## src/rtl/bkrd_pkg.sv

```systemverilog
// ----------------------------------------------------------------------------
// Boot keyboard report decoder package
// Shared types, usage and character codes, and the usage-to-character map.
// ----------------------------------------------------------------------------
package bkrd_pkg;

  localparam int SLOT_COUNT = 6;

  typedef logic [7:0] key_t;
  typedef logic [8:0] code_t;
  typedef key_t [SLOT_COUNT-1:0] key_vec_t;

  // What one lane reports about its slot.
  typedef struct packed {
    logic                  nz;       // slot holds a key
    logic [SLOT_COUNT-1:0] eq_held;  // matches each stored key code
    logic [SLOT_COUNT-1:0] eq_slot;  // matches each slot of this report
    logic                  mapped;   // usage maps to a character
    code_t                 code;     // mapped character or navigation code
  } lane_res_t;

  typedef lane_res_t [SLOT_COUNT-1:0] lane_vec_t;

  // Usage codes.
  localparam key_t USE_RIGHT     = 8'h4f;
  localparam key_t USE_LEFT      = 8'h50;
  localparam key_t USE_DOWN      = 8'h51;
  localparam key_t USE_UP        = 8'h52;
  localparam key_t USE_HOME      = 8'h4a;
  localparam key_t USE_END       = 8'h4d;
  localparam key_t USE_DELETE    = 8'h4c;
  localparam key_t USE_ENTER     = 8'h28;
  localparam key_t USE_SPACE     = 8'h2c;
  localparam key_t USE_BACKSPACE = 8'h2a;
  localparam key_t USE_TAB       = 8'h2b;
  localparam key_t USE_MINUS     = 8'h2d;
  localparam key_t USE_EQUAL     = 8'h2e;
  localparam key_t USE_LBRACKET  = 8'h2f;
  localparam key_t USE_RBRACKET  = 8'h30;
  localparam key_t USE_LETTER_A  = 8'h04;
  localparam key_t USE_LETTER_Z  = 8'h1d;
  localparam key_t USE_DIGIT_1   = 8'h1e;
  localparam key_t USE_DIGIT_0   = 8'h27;

  // Result codes.
  localparam code_t CODE_UP     = 9'h100;
  localparam code_t CODE_DOWN   = 9'h101;
  localparam code_t CODE_LEFT   = 9'h102;
  localparam code_t CODE_RIGHT  = 9'h103;
  localparam code_t CODE_HOME   = 9'h104;
  localparam code_t CODE_END    = 9'h105;
  localparam code_t CODE_DELETE = 9'h106;
  localparam code_t CODE_NONE   = 9'h000;

  localparam logic [7:0] ASC_LF     = 8'd10;
  localparam logic [7:0] ASC_BS     = 8'd8;
  localparam logic [7:0] ASC_TAB    = 8'd9;
  localparam logic [7:0] ASC_SPACE  = 8'd32;
  localparam logic [7:0] ASC_LOWER_A = 8'h61;
  localparam logic [7:0] ASC_UPPER_A = 8'h41;
  localparam logic [7:0] ASC_ONE    = 8'h31;
  localparam logic [7:0] ASC_ZERO   = 8'h30;

  // Shifted digit row, usage order 1..9 then 0.
  function automatic logic [7:0] shift_digit(input logic [3:0] idx);
    logic [7:0] ch;
    case (idx)
      4'd0:    ch = 8'h21; // !
      4'd1:    ch = 8'h40; // @
      4'd2:    ch = 8'h23; // #
      4'd3:    ch = 8'h24; // $
      4'd4:    ch = 8'h25; // %
      4'd5:    ch = 8'h5e; // ^
      4'd6:    ch = 8'h26; // &
      4'd7:    ch = 8'h2a; // *
      4'd8:    ch = 8'h28; // (
      4'd9:    ch = 8'h29; // )
      default: ch = 8'h00;
    endcase
    return ch;
  endfunction

  // Maps a usage to its code; zero means the usage is not mapped.
  function automatic code_t map_usage(input key_t k, input logic shifted);
    code_t c;
    key_t  idx;
    c   = CODE_NONE;
    idx = '0;
    case (k)
      USE_RIGHT:     c = CODE_RIGHT;
      USE_LEFT:      c = CODE_LEFT;
      USE_DOWN:      c = CODE_DOWN;
      USE_UP:        c = CODE_UP;
      USE_HOME:      c = CODE_HOME;
      USE_END:       c = CODE_END;
      USE_DELETE:    c = CODE_DELETE;
      USE_ENTER:     c = {1'b0, ASC_LF};
      USE_SPACE:     c = {1'b0, ASC_SPACE};
      USE_BACKSPACE: c = {1'b0, ASC_BS};
      USE_TAB:       c = {1'b0, ASC_TAB};
      USE_MINUS:     c = shifted ? 9'h05f : 9'h02d;
      USE_EQUAL:     c = shifted ? 9'h02b : 9'h03d;
      USE_LBRACKET:  c = shifted ? 9'h07b : 9'h05b;
      USE_RBRACKET:  c = shifted ? 9'h07d : 9'h05d;
      default: begin
        if (k >= USE_LETTER_A && k <= USE_LETTER_Z) begin
          idx = k - USE_LETTER_A;
          c   = {1'b0, (shifted ? ASC_UPPER_A : ASC_LOWER_A) + idx};
        end else if (k >= USE_DIGIT_1 && k <= USE_DIGIT_0) begin
          idx = k - USE_DIGIT_1;
          if (shifted) begin
            c = {1'b0, shift_digit(idx[3:0])};
          end else if (k == USE_DIGIT_0) begin
            c = {1'b0, ASC_ZERO};
          end else begin
            c = {1'b0, ASC_ONE + idx};
          end
        end
      end
    endcase
    return c;
  endfunction

endpackage

```

## src/rtl/bkrd_if.sv

```systemverilog
// ----------------------------------------------------------------------------
// Boot keyboard report decoder channels
// Valid/ready channels for input reports and decoded key words.
// ----------------------------------------------------------------------------
interface bkrd_in_if;
  import bkrd_pkg::*;

  logic valid;
  logic ready;
  logic transfer_ok;
  logic [7:0] modifiers;
  key_t key_slot_0;
  key_t key_slot_1;
  key_t key_slot_2;
  key_t key_slot_3;
  key_t key_slot_4;
  key_t key_slot_5;

  modport source (
    output valid, transfer_ok, modifiers,
    output key_slot_0, key_slot_1, key_slot_2, key_slot_3, key_slot_4, key_slot_5,
    input  ready
  );
  modport sink (
    input  valid, transfer_ok, modifiers,
    input  key_slot_0, key_slot_1, key_slot_2, key_slot_3, key_slot_4, key_slot_5,
    output ready
  );
endinterface

interface bkrd_out_if;
  import bkrd_pkg::*;

  logic  valid;
  logic  ready;
  logic  key_found;
  code_t key_code;

  modport source (output valid, key_found, key_code, input ready);
  modport sink (input valid, key_found, key_code, output ready);
endinterface

```

## src/rtl/bkrd_lane.sv

```systemverilog
// ----------------------------------------------------------------------------
// Boot keyboard report decoder slot lane
// Compares one slot against the stored keys and the report, and maps it.
// ----------------------------------------------------------------------------
module bkrd_lane (
  input  bkrd_pkg::key_t      slot,
  input  logic                shifted,
  input  bkrd_pkg::key_vec_t  held,
  input  bkrd_pkg::key_vec_t  slots,
  output bkrd_pkg::lane_res_t res
);
  import bkrd_pkg::*;

  code_t code;

  // Character lookup for this slot.
  assign code = map_usage(slot, shifted);

  // Equality against every stored key and every slot of the report.
  always_comb begin
    res.nz     = (slot != '0);
    res.mapped = (code != CODE_NONE);
    res.code   = code;
    for (int j = 0; j < SLOT_COUNT; j++) begin
      res.eq_held[j] = (held[j] == slot);
      res.eq_slot[j] = (slots[j] == slot);
    end
  end

endmodule

```

## src/rtl/bkrd_merge.sv

```systemverilog
// ----------------------------------------------------------------------------
// Boot keyboard report decoder merge stage
// Resolves slot order, picks the first new mapped key and updates the store.
// ----------------------------------------------------------------------------
module bkrd_merge (
  input  bkrd_pkg::lane_vec_t lanes,
  input  bkrd_pkg::key_vec_t  slots,
  input  bkrd_pkg::key_vec_t  held,
  output bkrd_pkg::key_vec_t  held_upd,
  output logic                found,
  output bkrd_pkg::code_t     code
);
  import bkrd_pkg::*;

  logic [SLOT_COUNT-1:0] rec;

  // Walk the slots in order. A slot recorded earlier in this report has
  // replaced its stored key, so later slots compare against the new code.
  always_comb begin
    logic hit;
    logic stop;
    hit   = 1'b0;
    stop  = 1'b0;
    found = 1'b0;
    code  = CODE_NONE;
    rec   = '0;
    for (int i = 0; i < SLOT_COUNT; i++) begin
      hit = 1'b0;
      for (int j = 0; j < SLOT_COUNT; j++) begin
        if (j < i && rec[j]) begin
          hit = hit | lanes[i].eq_slot[j];
        end else begin
          hit = hit | lanes[i].eq_held[j];
        end
      end
      if (!stop && lanes[i].nz && !hit) begin
        rec[i] = 1'b1;
        if (lanes[i].mapped) begin
          stop  = 1'b1;
          found = 1'b1;
          code  = lanes[i].code;
        end
      end
    end
  end

  // Recorded slots take the new code; if no key is found, empty slots clear.
  always_comb begin
    for (int i = 0; i < SLOT_COUNT; i++) begin
      if (rec[i]) begin
        held_upd[i] = slots[i];
      end else if (!found && !lanes[i].nz) begin
        held_upd[i] = '0;
      end else begin
        held_upd[i] = held[i];
      end
    end
  end

endmodule

```

## src/rtl/boot_keyboard_report_decoder.sv

```systemverilog
// ----------------------------------------------------------------------------
// Boot keyboard report decoder
// Turns HID boot keyboard reports into the first newly pressed character.
// ----------------------------------------------------------------------------
//  Channel  | Direction | Word
//  ---------+-----------+---------------------------------------------------
//  in_ch    | sink      | transfer_ok, modifiers, key_slot_0 .. key_slot_5
//  out_ch   | source    | key_found, key_code
//
// One report is taken every cycle while the output register is free or read;
// each yields one result word in the next cycle. The six slot lanes and merge
// stage are combinational; a good report updates the stored keys as it is taken.
// Reset clears the stored keys and the output valid flag.
// A stalled output holds the input off only while its register stays full.
// ----------------------------------------------------------------------------
module boot_keyboard_report_decoder (
  input logic     clk,
  input logic     rst_n,
  bkrd_in_if.sink    in_ch,
  bkrd_out_if.source out_ch
);
  import bkrd_pkg::*;

  key_vec_t  held_r;
  key_vec_t  held_nxt;
  key_vec_t  held_upd;
  key_vec_t  slots;
  lane_vec_t lanes;
  logic      shifted;
  logic      accept;
  logic      found;
  code_t     code;
  logic      out_valid_r;
  logic      out_valid_nxt;
  logic      out_found_r;
  code_t     out_code_r;

  // Gather the report slots.
  assign slots[0] = in_ch.key_slot_0;
  assign slots[1] = in_ch.key_slot_1;
  assign slots[2] = in_ch.key_slot_2;
  assign slots[3] = in_ch.key_slot_3;
  assign slots[4] = in_ch.key_slot_4;
  assign slots[5] = in_ch.key_slot_5;
  assign shifted  = (in_ch.modifiers[1:0] != 2'b00);

  // One lane per slot.
  for (genvar g = 0; g < SLOT_COUNT; g++) begin : g_lane
    bkrd_lane u_lane (
      .slot    (slots[g]),
      .shifted (shifted),
      .held    (held_r),
      .slots   (slots),
      .res     (lanes[g])
    );
  end

  bkrd_merge u_merge (
    .lanes    (lanes),
    .slots    (slots),
    .held     (held_r),
    .held_upd (held_upd),
    .found    (found),
    .code     (code)
  );

  // Handshake: a word is taken whenever the output register is free or leaving.
  assign in_ch.ready = !out_valid_r || out_ch.ready;
  assign accept      = in_ch.valid && in_ch.ready;

  // A failed transfer leaves the stored keys alone.
  always_comb begin
    held_nxt = held_r;
    if (accept && in_ch.transfer_ok) begin
      held_nxt = held_upd;
    end
  end

  always_comb begin
    out_valid_nxt = out_valid_r;
    if (accept) begin
      out_valid_nxt = 1'b1;
    end else if (out_ch.ready) begin
      out_valid_nxt = 1'b0;
    end
  end

  // Control state.
  always_ff @(posedge clk) begin
    if (!rst_n) begin
      held_r      <= '0;
      out_valid_r <= 1'b0;
    end else begin
      held_r      <= held_nxt;
      out_valid_r <= out_valid_nxt;
    end
  end

  // Result payload.
  always_ff @(posedge clk) begin
    if (accept) begin
      out_found_r <= in_ch.transfer_ok & found;
      out_code_r  <= in_ch.transfer_ok ? code : CODE_NONE;
    end
  end

  assign out_ch.valid     = out_valid_r;
  assign out_ch.key_found = out_found_r;
  assign out_ch.key_code  = out_code_r;

endmodule

```

## src/flat_wrapper.sv

```systemverilog
// flat-port wrapper written by rule: the top's interface ports become plain ports
module boot_keyboard_report_decoder_flat import bkrd_pkg::*;
  (clk, rst_n, in_ch_valid, in_ch_transfer_ok, in_ch_modifiers, in_ch_key_slot_0, in_ch_key_slot_1, in_ch_key_slot_2, in_ch_key_slot_3, in_ch_key_slot_4, in_ch_key_slot_5, in_ch_ready, out_ch_valid, out_ch_key_found, out_ch_key_code, out_ch_ready);
  bkrd_in_if in_ch_i ();
  bkrd_out_if out_ch_i ();
  input logic clk;
  input logic rst_n;
  input wire logic [$bits(in_ch_i.valid)-1:0] in_ch_valid;
  input wire logic [$bits(in_ch_i.transfer_ok)-1:0] in_ch_transfer_ok;
  input wire logic [$bits(in_ch_i.modifiers)-1:0] in_ch_modifiers;
  input wire logic [$bits(in_ch_i.key_slot_0)-1:0] in_ch_key_slot_0;
  input wire logic [$bits(in_ch_i.key_slot_1)-1:0] in_ch_key_slot_1;
  input wire logic [$bits(in_ch_i.key_slot_2)-1:0] in_ch_key_slot_2;
  input wire logic [$bits(in_ch_i.key_slot_3)-1:0] in_ch_key_slot_3;
  input wire logic [$bits(in_ch_i.key_slot_4)-1:0] in_ch_key_slot_4;
  input wire logic [$bits(in_ch_i.key_slot_5)-1:0] in_ch_key_slot_5;
  output wire logic [$bits(in_ch_i.ready)-1:0] in_ch_ready;
  output wire logic [$bits(out_ch_i.valid)-1:0] out_ch_valid;
  output wire logic [$bits(out_ch_i.key_found)-1:0] out_ch_key_found;
  output wire logic [$bits(out_ch_i.key_code)-1:0] out_ch_key_code;
  input wire logic [$bits(out_ch_i.ready)-1:0] out_ch_ready;
  assign in_ch_i.valid = in_ch_valid;
  assign in_ch_i.transfer_ok = in_ch_transfer_ok;
  assign in_ch_i.modifiers = in_ch_modifiers;
  assign in_ch_i.key_slot_0 = in_ch_key_slot_0;
  assign in_ch_i.key_slot_1 = in_ch_key_slot_1;
  assign in_ch_i.key_slot_2 = in_ch_key_slot_2;
  assign in_ch_i.key_slot_3 = in_ch_key_slot_3;
  assign in_ch_i.key_slot_4 = in_ch_key_slot_4;
  assign in_ch_i.key_slot_5 = in_ch_key_slot_5;
  assign in_ch_ready = in_ch_i.ready;
  assign out_ch_valid = out_ch_i.valid;
  assign out_ch_key_found = out_ch_i.key_found;
  assign out_ch_key_code = out_ch_i.key_code;
  assign out_ch_i.ready = out_ch_ready;
  boot_keyboard_report_decoder u_core (.clk(clk), .rst_n(rst_n), .in_ch(in_ch_i), .out_ch(out_ch_i));
endmodule
```

## config.mk

```make
export PLATFORM = sky130hd
export DESIGN_NAME = boot_keyboard_report_decoder_flat
export DESIGN_NICKNAME = d
export VERILOG_FILES = /design/src/rtl/bkrd_pkg.sv /design/src/rtl/bkrd_if.sv /design/src/rtl/bkrd_lane.sv /design/src/rtl/bkrd_merge.sv /design/src/rtl/boot_keyboard_report_decoder.sv /design/src/flat_wrapper.sv
export SDC_FILE = /design/constraint.sdc
export NUM_CORES = 1
export LEC_CHECK = 0
export ABC_AREA = 0
export BUFFER_PORTS_ARGS = -buffer_cell sky130_fd_sc_hd__buf_2
export CORE_MARGIN = 3
export CORE_UTILIZATION = 55
export CTS_CLUSTER_DIAMETER = 200
export DETAILED_ROUTE_END_ITERATION = 16
export GPL_TIMING_DRIVEN = 0
export HOLD_SLACK_MARGIN = 0.08
export PLACE_DENSITY_LB_ADDON = 0.2
export SETUP_SLACK_MARGIN = 0.5
export SYNTH_ARGS = -nofsm -noshare
export SYNTH_HDL_FRONTEND = slang
export SYNTH_SLANG_ARGS = --single-unit
```

## constraint.sdc

```tcl
create_clock -name clk -period 13.47 [get_ports clk]
set_input_delay 0.6735 -clock clk [delete_from_list [all_inputs] [get_ports clk]]
set_output_delay 0.6735 -clock clk [all_outputs]
set_load 0.05 [all_outputs]
```

==> results.ini, run 1 <==
[die]
num_rows=60
fp.dieH_um=173
io-pin-count=73
initial_utilization=0.565
fp.dieW_um=173
die_area_mm2=0.0300
core_mm2=0.0273

[timing]
skew_ps=13.3
finalCriticalPeriod_ps=9300
hold_viol=0
setup_ws_ps=4170
slew_headroom=0.0391
setup_tns_ps=0
setup_viol=0
fin_crit_sh=0.690
fmax_ghz=0.108
final_max_slew_viol_count=0
worst_slew_pin_slew_ps=1430
rsz0062_at_grt=false

[synthesis]
synth_edf_count=10
ys_seq_elements=59
ys_seq_area_frac=0.0832
syn_inst=2141
synth_top_area_cell=xnor2_1
synth_cell_types=111
syn_nets=2316
synth-main-ff-cell=dfxtp_1
async_reset_ff_frac=0
netlist_top_cells_area=xnor2_1 (13%), ha_1 (9.3%), xor2_1 (8.6%)
ys_warn_count=0
syn-cell-area_mm2=0.0154
synth_top_area_share=0.125
syn_avg_cell_area_um2=7.19

[cts]
clkTransAtPathRegs_ps=60
cts_hold_buf=0
clock_latency_ps=360
cts_root_buf=clkbuf_16
cts_resized=0
ctsLongestPathBuffers=2
cts.sinks=59
post_cts_buffers=0
numCtsBuffers=9
htree_levels=3
cts_tree=done

[power_and_ir_drop]
p_total_uw=1150
p_leak_uw=0.00645
powerDensity_mw_per_mm2=70.2
irDropWorstVdd_mv=0.0685

[routing]
drtIter0Drc=3254
viasPerCell=7.07
firstDrtPassIters=5
drc=0
postRouteAntennaNets=0
vias=18300
totalWireLength_um=65700
routedWlPerCell_um=25.4

[placed_design]
post_dp_cell_area_mm2=0.0161
post-place-ws_ps=4240
port_buffers=55
routabilityCongestion=1.04
dpl.hpwl_um=49700

[grt]
gr-usage-met1=0.584
grt_pass1_vias=16500
grtUsageMet2=0.589
grt_antenna_before_repair=0
gr-total-overflow=0
grt_max_degree=16
grt_busiest_layer=met2
grt_pass1_wl_um=98800
use_met3=0.0959
grt_usage=0.414

[critical_path]
crit_type=in -> reg
rr_worst_depth=18
cp.arrival_ps=9500
cp_max_fo=15
cp_data_required_time_ps=13670
critPathLaunchType=primary input
end_kind=flip-flop

[hold_path]
min_path_type=reg -> reg
whs_path_depth=2

[layout]
fin_area_mm2=0.0165
final_layout_size_suffix_gt1_frac=0.0899
final_net_count=2383
area_growth_pct=6.89
n_antenna_cell=0
fillCellCount=2658

[flow_run]
drv_cap=0

[outcome]
status=finished clean

-- cells in the final DEF (no fill, tap or decap), types with 10 or more instances in the layout --
master / n
a211oi_1: 13
a21o_1: 19
a21oi_1: 137
a221o_1: 11
a221oi_1: 22
a22o_1: 14
a22oi_1: 22
a2bb2oi_1: 15
a31oi_1: 22
a32oi_1: 22
and2_1: 22
and3_1: 16
buf_1: 42
buf_2: 102
clkbuf_1: 103
dfxtp_1: 49
edfxtp_1: 10
ha_1: 114
inv_1: 71
mux2i_1: 26
nand2_1: 175
nand2b_1: 11
nand3_1: 65
nand4_1: 56
nor2_1: 91
nor2b_1: 16
nor3_1: 60
nor4_1: 52
o211ai_1: 28
o21a_1: 11
o21ai_0: 120
o21ai_1: 21
o22ai_1: 35
o31ai_1: 13
or3_1: 11
xnor2_1: 220
xor2_1: 151
-- metal layers --
| metal | share of wire | up-vias |
|---|---|---|
| li1 | - | 7986 |
| met1 | 0.40 | 8594 |
| met2 | 0.40 | 1416 |
| met3 | 0.14 | 286 |
| met4 | 0.057 | 0 |
| met5 | 0 | - |
-- Yosys cell counts, types with 26 or more instances --
master    number
xnor2_1      220
xor2_1       151
o211ai_1      28
nand4_1       56
ha_1         114
buf_1         42
o22ai_1       35
nand3_1       65
o21ai_0      120
dfxtp_1       49
nor3_1        60
inv_1         71
nand2_1      175
nor2_1        91
mux2i_1       26
clkbuf_1     103
nor4_1        52
a21oi_1      137
buf_2         46
-- critical path, cell delays in order --
cell and delay, ps:
buf_2 80, nor2_1 130, inv_1 160, clkbuf_1 530, buf_1 650, clkbuf_1 600, buf_1 1100, ha_1 420
inv_1 50, ha_1 250, a21oi_1 150, o21ai_0 110, xor2_1 170, a21oi_1 240, o41ai_2 130, o32ai_1 250
a41oi_2 460, nor2_8 340, mux2_2 370, o2111a_2 340, nor3_4 280, buf_2 350, mux2_2 390, nand2_1 160
o31a_1 300, clkbuf_1 340, nand4_1 220, a31oi_1 200
-- registers in the layout (all words and copies together) (netlist names) --
name,cells
u_core.out_ch.valid,1
u_core.out_ch.key_found,1
u_core.held_r,48
u_core.out_ch.key_code,9
-- metrics by stage --
stage | hold slack, ps | instances | util
2_1_floorplan | 478 | 2141 | -
3_3_place_gp | 511 | 2568 | 0.592
3_5_place_dp | 514 | 2569 | 0.592
4_1_cts | 522 | 2585 | 0.603
5_1_grt | 556 | 2585 | 0.604
6_report | 529 | 2585 | 0.604
-- worst paths after layout --
path	start	endpoint	slack (ps)
worst max-delay path	in_ch_modifiers[1]	u_core.out_ch.key_code[0]	4170
worst min-delay path	u_core.held_r[7]	u_core.held_r[7]	530
worst max register to register	u_core.held_r[38]	u_core.held_r[2]	7000
worst min register to register	u_core.held_r[7]	u_core.held_r[7]	530
-- kinds of logic after synthesis --
group,count (synthesis),share of synthesized area
compound gates,647,0.298
xor+xnor,371,0.211
fa+ha+maj,114,0.0927
buf+inv,285,0.0784
flops,59,0.0832
mux,32,0.0213
simple gates,633,0.215
-- cell type report --
class | instances | area, um2 | area share
clock inverters | 7 | 76.3 | 0.00464
repair buffers | 56 | 280 | 0.0170
plain buffers | 205 | 907 | 0.0551
multi-input cells | 1797 | 12900 | 0.785
well taps | 372 | 465 | 0.0283
inverters | 80 | 300 | 0.0183
clock buffers | 9 | 225 | 0.0137
flip-flops and latches | 59 | 1280 | 0.0779
-- report_power, final --
part	internal, uW	total (uW)	switching, uW
registers	195	199	4.14
clock network	144	245	101
logic	244	710	467
total	583	1150	572
Note: power is estimated with default switching activity, not from simulation.
==> run 2: changes to the inputs <==
==> constraint.sdc (replaced) <==
create_clock -name clk -period 8.95 [get_ports clk]
set_input_delay 0.4475 -clock clk [delete_from_list [all_inputs] [get_ports clk]]
set_output_delay 0.4475 -clock clk [all_outputs]
set_load 0.05 [all_outputs]
==> run 2 against run 1 <==
Against the previous run:
- the flow now finishes with violations (capacitance limit)
- worst hold slack got worse by 190 ps
- via count fell by 0.11%
- clock power increased by 50%
- sequential share of layout area about the same
- worst setup slack worse by 3500 ps
- power grew 50%
- die area stayed put
- clock skew shrank 3.0 ps
- critical endpoint unchanged
- largest power group unchanged
==> results.ini, run 2 (same netlist as run 1, synthesis figures left out) <==
[outcome]
violations=capacitance limit
status=finished with violations

[timing]
setup_viol=0
worst_hold_slack_ps=339
skew_ps=10.3
rsz0062_at_grt=false
finalCriticalPeriod_ps=8310
slew_headroom=0.00512
fin_crit_sh=0.928
setup_ws_ps=642
final_max_slew_viol_count=0
fmax_ghz=0.120
worst_slew_pin_slew_ps=1480
hold_viol=0

[cts]
cts.sinks=59
ctsLongestPathBuffers=2
htree_levels=3
cts_tree=done
cts_hold_buf=0
cts_root_buf=clkbuf_16
post_cts_buffers=0
cts_resized=2
clock_latency_ps=360
clkTransAtPathRegs_ps=60
numCtsBuffers=9

[critical_path]
cp.arrival_ps=8500
cp_max_fo=15
crit_type=in -> reg
cp_data_required_time_ps=9140
end_kind=flip-flop
reg2reg_to=u_core.held_r[2]
rr_startpoint=u_core.held_r[42]
critPathLaunchType=primary input
r2r_slack_ps=2550
rr_worst_depth=18

[die]
fp.dieW_um=173
initial_utilization=0.565
core_mm2=0.0273
io-pin-count=73
num_rows=60
fp.dieH_um=173
die_area_mm2=0.0300

[routing]
m1WireLength_um=26100
vias=18300
drtIter0Drc=3263
routedWlPerCell_um=25.4
viasPerCell=7.06
drc=0
firstDrtPassIters=7
dr_wl_met2_um=26400
routed.top_layer=met4
met3_length_um=9480
totalWireLength_um=65500
postRouteAntennaNets=0

[grt]
grt_max_degree=16
grt_pass1_vias=16500
grt_antenna_before_repair=0
grt_pass1_wl_um=98800
gr-total-overflow=0
grt_usage=0.414

[power_and_ir_drop]
p_leak_uw=0.00646
p_total_uw=1730
irDropWorstVdd_mv=0.103
powerDensity_mw_per_mm2=105

[hold_path]
whs_path_depth=3
worstHoldStart=in_ch_valid
min_path_type=in -> reg
hold_path_end=u_core.out_ch.valid

[layout]
final_net_count=2383
final_cell_mix=xnor2_1 (220), nand2_1 (175), xor2_1 (151)
top_register=u_core.held_r
regArea_mm2=0.00128
final_layout_size_suffix_gt1_frac=0.0908
n_antenna_cell=0
largest_reg_flops=48
area_growth_pct=6.91
layout_commonest_cell=xnor2_1
multi_input_area_mm2=0.0129
fillCellCount=2659

[placed_design]
port_buffers=55
dpl.hpwl_um=49700
post-place-ws_ps=-49.4
routabilityCongestion=1.04

[flow_run]
drv_cap=1

==> run 2: critical path, cell delays in order <==
cell and delay (ps):
buf_2 80, nor2_1 120, inv_1 160, clkbuf_1 530, clkbuf_2 450, clkbuf_1 560, buf_2 610, ha_1 340
inv_1 50, ha_1 250, a21oi_1 150, o21ai_0 110, xor2_1 170, a21oi_1 230, o41ai_2 130, o32ai_1 280
a41oi_2 490, nor2_8 360, mux2_2 370, o2111a_2 340, nor3_4 290, buf_2 340, mux2_2 390, nand2_1 160
o31a_1 290, clkbuf_1 340, nand4_1 220, a31oi_1 200
==> run 2: layer usage <==
metal | track usage | vias up
met5 | 0 | -
met2 | 0.589 | 1458
li1 | - | 7987
met4 | 0.199 | 0
met1 | 0.584 | 8537
met3 | 0.0959 | 279
==> run 2: how the worst max path moves through the flow <==
stage / startpoint / to / slack (ps) / cells after the start
2_1_floorplan: in_ch_modifiers[1] / u_core.out_ch.key_code[0] / 2630 / 26
3_3_place_gp: in_ch_modifiers[1] / u_core.held_r[2] / -20 / 26
3_5_place_dp: in_ch_modifiers[1] / u_core.out_ch.key_code[0] / -50 / 28
4_1_cts: in_ch_modifiers[1] / u_core.out_ch.key_code[0] / 690 / 28
5_1_grt: in_ch_modifiers[1] / u_core.out_ch.key_code[0] / 580 / 28
6_report: in_ch_modifiers[1] / u_core.out_ch.key_code[0] / 640 / 28
==> run 2: layout make-up <==
class | count | share of cell area
plain buffers | 205 | 0.0553
clock buffers | 9 | 0.0137
clock inverters | 7 | 0.00464
inverters | 80 | 0.0182
multi-input cells | 1797 | 0.785
flip-flops and latches | 59 | 0.0779
well taps | 372 | 0.0283
repair buffers | 56 | 0.0170
==> run 2: per-stage QoR <==
step,util,TNS [ps],instance area (um2),cells
3_5_place_dp,0.592,-217,16100,2569
6_report,0.604,0,16500,2585
4_1_cts,0.604,0,16400,2585
5_1_grt,0.604,0,16500,2585
2_1_floorplan,-,0,15400,2141
3_3_place_gp,0.592,-35.3,16100,2568
==> run 2: power breakdown <==
group	switching (uW)	internal, uW
combinational	701	367
sequential	6.19	294
clock	150	217
total	857	877
